$ cat config.mk
export PLATFORM = sky130hd
export DESIGN_NAME = bwcr_div
export DESIGN_NICKNAME = d
export VERILOG_FILES = /design/src/bwcr_pkg.sv /design/src/bwcr_div.sv
export SDC_FILE = /design/constraint.sdc
export NUM_CORES = 1
export LEC_CHECK = 0
export BUFFER_PORTS_ARGS = -buffer_cell sky130_fd_sc_hd__buf_2
export CAP_MARGIN = 20
export CORE_MARGIN = 2
export CORE_UTILIZATION = 30
export DETAILED_ROUTE_END_ITERATION = 8
export GPL_TIMING_DRIVEN = 0
export PLACE_DENSITY_LB_ADDON = 0.25
export REMOVE_ABC_BUFFERS = 1
export SYNTH_ARGS = -nofsm -noshare
export SYNTH_HDL_FRONTEND = slang
export SYNTH_SLANG_ARGS = --single-unit
$ cat constraint.sdc
create_clock -name clk -period 5.15 [get_ports clk]
set_input_delay 1.2875 -clock clk [delete_from_list [all_inputs] [get_ports clk]]
set_output_delay 1.2875 -clock clk [all_outputs]
set_load 0.03 [all_outputs]
$ cat src/bwcr_pkg.sv
// Package: types, constants and small helpers for the waveform column renderer.
`default_nettype none
package bwcr_pkg;
  localparam int MAX_POINTS = 65536;
  localparam int BAND_BITS  = 12;
  localparam int ADDR_W     = $clog2(MAX_POINTS);
  localparam int CNT_W      = ADDR_W + 1;
  localparam int POINT_W    = 4 * BAND_BITS;
  localparam logic [11:0] MIN_COLUMNS = 12'd100;

  localparam logic [1:0] OP_APPEND = 2'd0;
  localparam logic [1:0] OP_RENDER = 2'd1;
  localparam logic [1:0] OP_CLEAR  = 2'd2;
  localparam logic [1:0] OP_NONE   = 2'd3;

  localparam logic [1:0] REG_EXPECTED = 2'd0;
  localparam logic [1:0] REG_COLUMNS  = 2'd1;
  localparam logic [1:0] REG_HEIGHT   = 2'd2;
  localparam logic [1:0] REG_RECT     = 2'd3;

  typedef struct packed {
    logic [1:0]  operation;
    logic [11:0] band_low;
    logic [11:0] band_lowmid;
    logic [11:0] band_mid;
    logic [11:0] band_high;
    logic [11:0] column_index;
  } in_item_t;

  typedef struct packed {
    logic        column_drawn;
    logic [15:0] low_top;
    logic [15:0] low_bottom;
    logic [15:0] lowmid_top;
    logic [15:0] lowmid_bottom;
    logic [15:0] mid_top;
    logic [15:0] mid_bottom;
    logic [15:0] high_top;
    logic [15:0] high_bottom;
  } out_item_t;

  typedef struct packed {
    logic [16:0] expected_points;
    logic [11:0] column_count;
    logic [11:0] view_height;
    logic        rectified_mode;
  } cfg_t;

  // Divider handshake between the sequencer and the shared divider.
  typedef struct packed {
    logic        start;
    logic [40:0] dividend;
    logic [20:0] divisor;
  } div_req_t;

  typedef struct packed {
    logic        done;
    logic [40:0] quotient;
  } div_rsp_t;
endpackage
`default_nettype wire

$ cat src/bwcr_div.sv
// Restoring divider, one quotient bit per cycle.
`default_nettype none
module bwcr_div (
  input  wire                clk,
  input  wire                rst,
  input  bwcr_pkg::div_req_t req,
  output bwcr_pkg::div_rsp_t rsp
);
  import bwcr_pkg::*;
  logic [40:0] quo;
  logic [20:0] rem;
  logic [5:0]  cnt;
  logic        busy;
  logic        done;
  logic [21:0] trial;

  assign trial = {rem, quo[40]} - {1'b0, req.divisor};

  always_ff @(posedge clk) begin
    if (rst) begin
      busy <= 1'b0;
      done <= 1'b0;
    end else begin
      done <= 1'b0;
      if (req.start) begin
        busy <= 1'b1;
        quo <= req.dividend;
        rem <= '0;
        cnt <= 6'd0;
      end else if (busy) begin
        if (!trial[21]) begin
          rem <= trial[20:0];
          quo <= {quo[39:0], 1'b1};
        end else begin
          rem <= {rem[19:0], quo[40]};
          quo <= {quo[39:0], 1'b0};
        end
        cnt <= cnt + 6'd1;
        if (cnt == 6'd40) begin
          busy <= 1'b0;
          done <= 1'b1;
        end
      end
    end
  end
  assign rsp = {done, quo};
endmodule
`default_nettype wire

* After elaboration in Yosys (flattened, before gate mapping) *
Index checks and enable logic that the tools add are counted.

storage, ports and cells
  register bits after elaboration = 70
  input port bits = 65
  output and inout port bits = 42

operators by class
  $add $sub $neg = 2
  eq/ne operators = 1
  mux-type cells = 10
  bitwise logic cells = 2
  reductions and logical operators = 3

operators with widths
  cell                 number
  $mux 41              2
  $mux 21              2
  $sub 22x21->22       1
  $add 6x1->6 const B  1
  $eq 6x6->1 const B   1
  $mux 6               1
  $mux 1               5
  $reduce_or 3->1      1
  $not 1->1            2
  $reduce_and 2->1     1
  $reduce_bool 2->1    1

* Depth between registers and ports, before layout *
Gate-level depths: netlist of the first run.

  depth after elaboration = 4
  mapped depth = 11
  gate-level depth less buffers = 10

* Worst setup path after synthesis of the first run *
Ideal clock, no wire load.

  kind = input port to flip-flop
  from = input req[62] (netlist bit)
  to = register cnt[0], enable pin
  arrival time = 4.701 ns
  data required time = 4.656 ns
  setup slack = -0.045 ns
  stages = 4
  path buffers = 2
  cells stage by stage = clkbuf_1 clkbuf_1 nor2_1 nor2_1

between the ends
  cells in the longest elaborated chain, start to end = 2

RTL lines
  item                         line            RTL
  start, declared              bwcr_div.sv:6   input bwcr_pkg::div_req_t req,
  $reduce_bool 2->1 (no line)  -
  $reduce_and 2->1 (no line)   -
  end signal, assigned         bwcr_div.sv:38  cnt <= cnt + 6'd1;
  end, declared                bwcr_div.sv:12  logic [5:0] cnt;

No other way between the ends.
A chain may end at the register's enable or synchronous reset.

* Worst setup path in the final report of the first run *
  from = input req[0] (netlist bit)
  to = register rem[16], data pin

between the ends
  cells in the longest elaborated chain, start to end = 3

RTL lines
  item                  line            RTL
  $sub 22x21->22        bwcr_div.sv:17  assign trial = {rem, quo[40]} - {1'b0, req.divisor};
  $mux 21               bwcr_div.sv:31  if (!trial[21]) begin
  $mux 21               bwcr_div.sv:30  end else if (busy) begin
  end signal, assigned  bwcr_div.sv:32  rem <= trial[20:0];
  end signal, assigned  bwcr_div.sv:35  rem <= {rem[19:0], quo[40]};
  end, declared         bwcr_div.sv:11  logic [20:0] rem;

No other way between the ends. The select of a mux whose other input is x is not followed.

==> metrics.yaml, run 1 <==
status:
  outcome: "complete, no violations"
routing:
  wire_per_inst_microns: 13.6
  drc: 0
  ant_nets: 0
  vias: 3184
  wirelength_microns: 9100
  drt-initial-drc-count: 115
  drtPass1Iterations: 4
  viasPerCell: 4.76
logic_synthesis:
  netlist.area_leader.share_pct: 47.7
  synthArstFlopShare_pct: 0
  synth_ff_type: "edfxtp_1"
  avgSynthCellArea_sq_um: 11.3
  yosysTopAreaCell: "edfxtp_1"
  synthTopCellsByArea: "edfxtp_1 (48%), mux2_2 (11%), ha_1 (6.7%)"
  synth_seq_area_share_pct: 48.7
  synth_most_common_cell: "edfxtp_1"
  netlist_area_sq_um: 4280
  synth-seq-cells: 70
  synth.top_cells.by_count: "edfxtp_1 (68), mux2_2 (40), nor2_1 (31)"
  synth-edff-count: 68
  synth_warnings: 0
  syn_inst: 380
  ys_types: 48
place:
  gp_congestion: 0.795
  placedCellCount: 653
  post-place-ws_ns: 1.16
  dpl-instance-area_sq_um: 5040
  portBuffers: 106
  hpwl_microns: 6650
worst_setup_path:
  crit_chain: "buf_2 > ha_1 > fa_1 > nand2b_1 > a21oi_1 > a211oi_1 > o21ai_0 > a21boi_0 > xor2_1 > o31ai_1"
  crit_fanout: 5
  r2r_cells: 10
  criticalPathCategory: "in -> reg"
  end_kind: "flop"
  r2r_start: "quo[40]$_DFFE_PP_"
  critPathLaunchType: "input port"
  worstReg2RegEnd: "rem[16]$_SDFFCE_PP0P_"
  cp_slowest_stage_delay_ns: 0.65
  cp_slowest_cell: "a211oi_1"
  worstPathArrival_ns: 3.78
  worstPathRequired_ns: 5.19
  reg2reg_slack_ns: 1.96
global_route:
  grtUsageTotal_pct: 12.5
  grt_start_max_net_pins: 79
  antenna_found_initial: 0
  grt_overflow: 0
  grt_pass1_vias: 3215
  grt_pass1_wl_microns: 14900
clock_tree:
  cts-resized-gates: 0
  cts.sinks: 70
  cts_buffer_depth: 2
  cts-htree-levels: 3
  cts_buffers: 9
  clkTransAtPathRegs_ns: 0.06
  clk_latency_ns: 0.32
  cts_hold_buf: 0
  cts_tree: "done"
  post_cts_buffers: 0
  clock-root-buffer: "clkbuf_16"
die:
  start_util_pct: 30.8
  ios: 107
  die_h_microns: 123
  core_sq_um: 13900
  dieArea_sq_um: 15200
  dieWidth_microns: 123
  row_count: 43
timing:
  fmax_mhz: 268
  max_slew.worst_pin.slew_ns: 0.871
  setup_viol: 0
  rsz0062_at_grt: "false"
  maxSlewHeadroom_pct: 41.9
  finalCriticalPeriod_ns: 3.74
  clock_skew_ns: 0.00405
  min_period_over_period_pct: 72.6
  worst_slack_ns: 1.41
  hold_ws_ns: 0.507
  setup_tns_ns: 0
  slew_violations: 0
  hold_violations: 0
layout:
  final_nets: 573
  area_delta_synth_final_pct: 24.7
  drive_above_1_share_pct: 34.8
  final_util_pct: 38.4
  final_cells: 669
  n_antenna_cell: 0
  design_area_sq_um: 5330
pwr:
  p_switching_mw: 0.545
  combPwrFrac_pct: 27.1
  peakVddDrop_mv: 0.227
  internal-power_mw: 1.28
  swShare_pct: 29.9
  p_seq_share_pct: 39.4
  cellLeakagePower_nw: 2.22
  power_density_nw_per_um2: 341
  p_total_mw: 1.82
  p_clk_share_pct: 33.5
worst_hold_path:
  holdPathStages: 1
  hold_end: "done$_SDFF_PP0_"
  hold_class: "reg -> reg"
  min-delay-start: "busy$_SDFF_PP0_"
run:
  drv_cap: 0
flip-flops by register name, summed over array words and instances, names as in the netlist:
signal / count
done: 1
cnt: 6
busy: 1
rem: 21
quo: 41
cells in the final DEF (no fill, tap or decap), drive strengths merged, types with 2 or more instances in the layout:
| master | synthesis | layout |
|---|---|---|
| a2111o | 2 | 2 |
| a211oi | 3 | 3 |
| a21boi | 3 | 3 |
| a21o | 5 | 5 |
| a21oi | 26 | 26 |
| a221oi | 2 | 2 |
| and2 | 3 | 3 |
| and3 | 2 | 2 |
| buf | 8 | 109 |
| clkbuf | 8 | 10 |
| clkinv | 0 | 3 |
| clkinvlp | 0 | 2 |
| dfxtp | 2 | 2 |
| edfxtp | 68 | 68 |
| ha | 23 | 23 |
| inv | 27 | 27 |
| mux2 | 40 | 40 |
| mux2i | 12 | 12 |
| nand2 | 24 | 24 |
| nand2b | 3 | 3 |
| nand3 | 8 | 8 |
| nand3b | 8 | 8 |
| nand4 | 2 | 2 |
| nor2 | 31 | 31 |
| nor2b | 3 | 3 |
| nor3 | 4 | 4 |
| o211ai | 6 | 6 |
| o21a | 2 | 2 |
| o21ai | 17 | 17 |
| o21bai | 2 | 2 |
| o31ai | 6 | 6 |
| o41ai | 2 | 2 |
| or3 | 2 | 2 |
| xnor2 | 9 | 9 |
| xor2 | 8 | 8 |
power groups by stage:
stage               clock [mW]  combinational (mW)  sequential, mW
global placement             0               0.473           0.733
global route             0.652               0.552           0.725
finish                   0.610               0.493           0.717
detailed placement           0               0.495           0.729
floorplan                    0               0.310           0.770
CTS                      0.629               0.499           0.718
critical path, delay by kind of cell:
family	cells	cell delay, ns
AOI/OAI and AO/OA	5	1.64
adders and majority gates	2	0.40
xor gates and xnor gates	1	0.21
and+or+nand+nor	1	0.15
buffers and inverters	1	0.08
per-layer routing:
metal / vias up / global-route usage (%) / wire [microns]
met5: - / 0 / 0
met1: 1488 / 15.7 / 4100
li1: 1611 / - / -
met3: 7 / 4.89 / 676
met2: 78 / 19.9 / 4240
met4: 0 / 3.91 / 89
how the worst max path moves through the flow:
| stage | start | end | slack (ns) | depth (start not counted) |
|---|---|---|---|---|
| finish | req[0] | rem[16]$_SDFFCE_PP0P_ | 1.41 | 10 |
| global route | req[0] | rem[16]$_SDFFCE_PP0P_ | 1.22 | 10 |
| CTS | req[0] | rem[16]$_SDFFCE_PP0P_ | 1.43 | 10 |
| detailed placement | req[3] | rem[16]$_SDFFCE_PP0P_ | 1.16 | 10 |
| global placement | req[62] | quo[19]$_DFFE_PP_ | -2.35 | 3 |
| floorplan | req[62] | cnt[0]$_SDFFCE_PP0P_ | 0.46 | 2 |
logic make-up after synthesis:
| logic type | Yosys count | share of synthesized area, % |
|---|---|---|
| adders and majority gates | 24 | 7.20 |
| AOI/OAI and AO/OA | 78 | 11.9 |
| xor gates and xnor gates | 17 | 3.66 |
| buffers and inverters | 43 | 4.09 |
| DFF | 70 | 48.7 |
| muxes | 52 | 13.3 |
| and+or+nand+nor | 96 | 11.1 |
layout make-up:
type,instances,area (sq um)
well taps,180,225
clock inverters,6,62.6
inverters,27,101
repair buffers,109,593
fillers,1382,8550
multi-input cells,267,2040
flip-flops and latches,70,2080
clock buffers,10,229
Power figures use the tool's default switching activity.
==> run 2, diff against run 1 <==
Clock period 5.15 ns to 3.5 ns, I/O delays scaled along.
==> metrics.yaml, run 2 (synthesis results as in run 1) <==
layout:
  layout_common_cells: "buf_2 (105), edfxtp_1 (68), mux2_2 (40)"
  final_util_pct: 38.5  # about the same
  n_antenna_cell: 0  # unchanged
  design_area_sq_um: 5340  # about the same
  largest_reg_flops: 41  # unchanged
  final_cells: 669  # unchanged
  area_delta_synth_final_pct: 24.8  # about the same
  reg_top3: "quo x41, rem x21, cnt x6"
  regMostFlops: "quo"
  final_nets: 573  # unchanged
  drive_above_1_share_pct: 35.0  # +0.20 points
  final_common_cell: "buf_2"
global_route:
  grt_pass1_vias: 3215  # unchanged
  antenna_found_initial: 0  # unchanged
  grtUsageTotal_pct: 12.5  # unchanged
  grt_overflow: 0  # unchanged
  grt_pass1_wl_microns: 14900  # unchanged
  grt_start_max_net_pins: 79  # unchanged
clock_tree:
  post_cts_buffers: 0  # unchanged
  cts.sinks: 70  # unchanged
  clock-root-buffer: "clkbuf_16"
  cts_buffers: 9  # unchanged
  cts-htree-levels: 3  # unchanged
  clk_latency_ns: 0.32  # about the same
  cts_hold_buf: 0  # unchanged
  clkTransAtPathRegs_ns: 0.06  # about the same
  cts_buffer_depth: 2  # unchanged
  cts_tree: "done"
worst_setup_path:
  cp_slowest_cell: "or4_1"
  r2r_cells: 9  # -1
  critPathCapture: "rem[9]$_SDFFCE_PP0P_"
  cp_num_cells: 11  # +1
  reg2reg_slack_ns: 0.50  # -1.46 ns
  worstPathRequired_ns: 3.67  # -1.52 ns
  crit_fanout: 26  # +21
  worstPathArrival_ns: 3.42  # -0.36 ns
  r2r_start: "rem[7]$_SDFFCE_PP0P_"
  worstReg2RegEnd: "rem[9]$_SDFFCE_PP0P_"
  cp_num_buf_inv: 3  # +2
  crit_family: "compound AO/OA/AOI/OAI gates"
  criticalPathCategory: "in -> reg"
  critPathLaunchType: "input port"
  cp_slowest_stage_delay_ns: 0.54  # -0.11 ns
  startpoint: "req[8]"
  crit_chain: "buf_2 > inv_1 > ha_1 > a21oi_1 > o211ai_1 > a21boi_1 > a31oi_4 > xnor2_4 > buf_12 > or4_1 > a21oi_1"
  end_kind: "flop"
  crit_top_cell: "a21oi_1"
die:
  start_util_pct: 30.8  # unchanged
  row_count: 43  # unchanged
  die_h_microns: 123  # unchanged
  dieArea_sq_um: 15200  # unchanged
  ios: 107  # unchanged
  dieWidth_microns: 123  # unchanged
  core_sq_um: 13900  # unchanged
place:
  gp_congestion: 0.795  # unchanged
  post-place-ws_ns: -0.0797  # -1.24 ns
  hpwl_microns: 6650  # unchanged
  portBuffers: 106  # unchanged
  placedCellCount: 653  # unchanged
  dpl-instance-area_sq_um: 5040  # unchanged
routing:
  drc: 0  # unchanged
  viasPerCell: 4.77  # +0.19%
  wirelength_microns: 9140  # +0.35%
  drt-initial-drc-count: 111  # -3.5%
  drtPass1Iterations: 4  # unchanged
  ant_nets: 0  # unchanged
  vias: 3190  # +0.19%
  wire_per_inst_microns: 13.7  # +0.35%
pwr:
  peakVddDrop_mv: 0.335  # +47%
  cellLeakagePower_nw: 2.22  # about the same
  p_total_mw: 2.68  # +47%
  power_density_nw_per_um2: 503  # +47%
run:
  drv_cap: 0  # unchanged
timing:
  fmax_mhz: 308
  max_slew.worst_pin.slew_ns: 0.871  # +0.000261 ns
  finalCriticalPeriod_ns: 3.25
  maxSlewHeadroom_pct: 41.9  # about the same
  clock_skew_ns: 0.00417  # +0.000128 ns
  min_period_over_period_pct: 92.8
  setup_tns_ns: 0  # unchanged
  slew_violations: 0  # unchanged
  rsz0062_at_grt: "false"
  hold_violations: 0  # unchanged
  setup_viol: 0  # unchanged
  hold_ws_ns: 0.507  # unchanged
  worst_slack_ns: 0.251  # -1.16 ns
worst_hold_path:
  hold_class: "reg -> reg"
  holdPathStages: 1  # unchanged
  min-delay-start: "busy$_SDFF_PP0_"
status:
  outcome: "complete, no violations"
## run 2: where the power goes
group | leakage [nW] | total, mW | internal (mW) | switching (mW)
sequential | 0.671 | 1.05 | 1.02 | 0.0359
clock | 0.136 | 0.901 | 0.549 | 0.352
combinational | 1.41 | 0.727 | 0.309 | 0.418
total | 2.22 | 2.68 | 1.88 | 0.806
## run 2: repair_timing
action / in CTS / in global routing
resized for setup: 0 / 1
hold endpoints to repair: 0 / 0
setup endpoints to repair: 0 / 1
## run 2: how the worst min path moves through the flow
stage / slack, ns / endpoint
finish: 0.51 / done$_SDFF_PP0_
CTS: 0.51 / done$_SDFF_PP0_
detailed placement: 0.50 / done$_SDFF_PP0_
floorplan: 0.47 / done$_SDFF_PP0_
global route: 0.55 / done$_SDFF_PP0_
global placement: 0.48 / done$_SDFF_PP0_
## run 2: layer usage
metal | global-route usage (%) | up-vias | wire, microns
met5 | 0 | - | 0
met4 | 3.91 | 0 | 80
met3 | 4.89 | 6 | 675
met2 | 19.9 | 80 | 4250
met1 | 15.7 | 1492 | 4130
li1 | - | 1612 | -
## run 2: layout make-up
class	count	area, sq um
inverters	27	101
fillers	1381	8540
clock inverters	6	62.6
flip-flops and latches	70	2080
well taps	180	225
repair buffers	109	593
multi-input cells	267	2040
clock buffers	10	229
==> run 3, diff against run 2 <==
Settings changed: CORE_UTILIZATION 30 to 50.
==> metrics.yaml, run 3 (synthesis results as in run 1) <==
worst_setup_path:
  crit_fanout: 26  # unchanged
  worstPathRequired_ns: 3.67  # about the same
  criticalPathCategory: "in -> reg"
  end_kind: "flop"
  reg2reg_slack_ns: 0.42  # -0.08 ns
  worstPathArrival_ns: 3.47  # +0.05 ns
  critPathLaunchType: "input port"
global_route:
  grt_pass1_vias: 3131  # -2.6%
  grt_overflow: 0  # unchanged
  grt_start_max_net_pins: 79  # unchanged
  antenna_found_initial: 0  # unchanged
  grt_pass1_wl_microns: 14100  # -5.5%
  grtUsageTotal_pct: 19.6  # +7.1 points
routing:
  drc: 0  # unchanged
  wirelength_microns: 8750  # -4.2%
  viasPerCell: 5.41  # +13%
  drtPass1Iterations: 4  # unchanged
  drt-initial-drc-count: 150  # +35%
  ant_nets: 0  # unchanged
  wire_per_inst_microns: 14.7  # +7.9%
  vias: 3211  # +0.66%
place:
  portBuffers: 106  # unchanged
  dpl-instance-area_sq_um: 4960  # -1.6%
  hpwl_microns: 6340  # -4.7%
  placedCellCount: 578  # -11%
  gp_congestion: 0.843  # +6.0%
  post-place-ws_ns: -0.0964  # -0.0166 ns
status:
  outcome: "complete, no violations"
die:
  dieWidth_microns: 96.5  # -22%
  dieArea_sq_um: 9310  # -39%
  row_count: 33  # -23%
  core_sq_um: 8260  # -41%
  die_h_microns: 96.5  # -22%
  start_util_pct: 51.8  # +21 points
  ios: 107  # unchanged
layout:
  reg_top3: "quo x41, rem x21, cnt x6"
  final_cells: 594  # -11%
  final_common_cell: "buf_2"
  final_nets: 573  # unchanged
  layout_common_cells: "buf_2 (105), edfxtp_1 (68), mux2_2 (40)"
  area_delta_synth_final_pct: 21.2
  design_area_sq_um: 5180  # -2.9%
  n_antenna_cell: 0  # unchanged
  largest_reg_flops: 41  # unchanged
  fill_cells: 710  # -49%
  drive_above_1_share_pct: 35.0  # unchanged
  regMostFlops: "quo"
timing:
  slew_violations: 0  # unchanged
  fmax_mhz: 303  # -1.5%
  setup_viol: 0  # unchanged
  maxSlewHeadroom_pct: 45.1  # +3.2 points
  clock_skew_ns: 0.00897  # +0.00480 ns
  finalCriticalPeriod_ns: 3.30  # +0.0497 ns
  min_period_over_period_pct: 94.2  # +1.4 points
  worst_slack_ns: 0.201  # -0.0497 ns
  rsz0062_at_grt: "false"
  hold_violations: 0  # unchanged
  hold_ws_ns: 0.515  # +0.00782 ns
  max_slew.worst_pin.slew_ns: 0.823  # -0.0476 ns
clock_tree:
  cts_buffers: 9  # unchanged
  clock-root-buffer: "clkbuf_8"
  clkTransAtPathRegs_ns: 0.08  # +0.02 ns
  cts_hold_buf: 0  # unchanged
  cts.sinks: 70  # unchanged
  cts-resized-gates: 0  # unchanged
  cts_buffer_depth: 2  # unchanged
  cts-htree-levels: 3  # unchanged
  cts_tree: "done"
  clk_latency_ns: 0.34  # +0.02 ns
  post_cts_buffers: 0  # unchanged
pwr:
  p_seq_share_pct: 41.8  # +2.5 points
  peakVddDrop_mv: 0.310  # -7.3%
  power_density_nw_per_um2: 487  # -3.0%
  cellLeakagePower_nw: 2.20  # -1.0%
  p_clk_share_pct: 29.2  # -4.4 points
  internal-power_mw: 1.74  # -7.5%
  p_switching_mw: 0.790  # -2.0%
  combPwrFrac_pct: 29.0  # +1.9 points
  swShare_pct: 31.3  # +1.2 points
run:
  drv_cap: 0  # unchanged
worst_hold_path:
  hold_class: "reg -> reg"
## run 3: changes by cell type in the layout (fill, tap and decap cells not counted)
cell        previous run  this run
a211oi_1               2         3
a211oi_2               1         0
buf_12                 3         1
buf_16                 0         2
bufinv_16              1         2
clkbuf_1               1         0
clkbuf_16              9         0
clkbuf_8               0         9
clkinv_2               1         0
clkinv_4               1         2
clkinvlp_4             2         1
inv_6                  0         1
## run 3: layer usage
metal	global-route usage (%)	wire [microns]	share of wire (%)
met1	24.8	3850	44
met5	0	0	0
met2	33.2	4300	49
met3	5.51	557	6.4
met4	5.28	42	0.48
## run 3: power groups by stage
stage / Sequential [mW] / Clock, mW / Combinational [mW]
2_1_floorplan: 1.13 / 0 / 0.456
3_3_place_gp: 1.08 / 0 / 0.681
3_5_place_dp: 1.07 / 0 / 0.734
4_1_cts: 1.06 / 0.757 / 0.737
5_1_grt: 1.07 / 0.788 / 0.810
6_report: 1.06 / 0.739 / 0.733
## run 3: worst paths after layout
check,from,endpoint,cells after the start
worst max register to register,quo[40]$_DFFE_PP_,rem[16]$_SDFFCE_PP0P_,10
worst max-delay path,req[8],rem[9]$_SDFFCE_PP0P_,11
worst min-delay path,busy$_SDFF_PP0_,done$_SDFF_PP0_,1
worst min register to register,busy$_SDFF_PP0_,done$_SDFF_PP0_,1
## run 3: per-stage QoR
step	total power, mW	util, %	TNS, ns
floorplan	1.59	-	-53.43
global placement	1.76	58.9	-246.20
detailed placement	1.81	60.1	-0.101
CTS	2.55	62.8	0
global route	2.66	62.8	0
finish	2.53	62.8	0
## run 3: layout make-up
cell class	instances	area [sq um]	share of cell area [%]
multi-input cells	267	2040	39.3
clock buffers	9	124	2.39
clock inverters	7	97.6	1.88
repair buffers	109	608	11.7
well taps	105	131	2.53
flip-flops and latches	70	2080	40.2
inverters	27	101	1.96
## run 3: worst max-delay path, stage by stage
cell	delay [ns]
buf_2	0.07
inv_1	0.03
ha_1	0.39
a21oi_1	0.26
o211ai_1	0.18
a21boi_1	0.33
a31oi_4	0.17
xnor2_4	0.22
buf_16	0.21
or4_1	0.55
a21oi_1	0.17
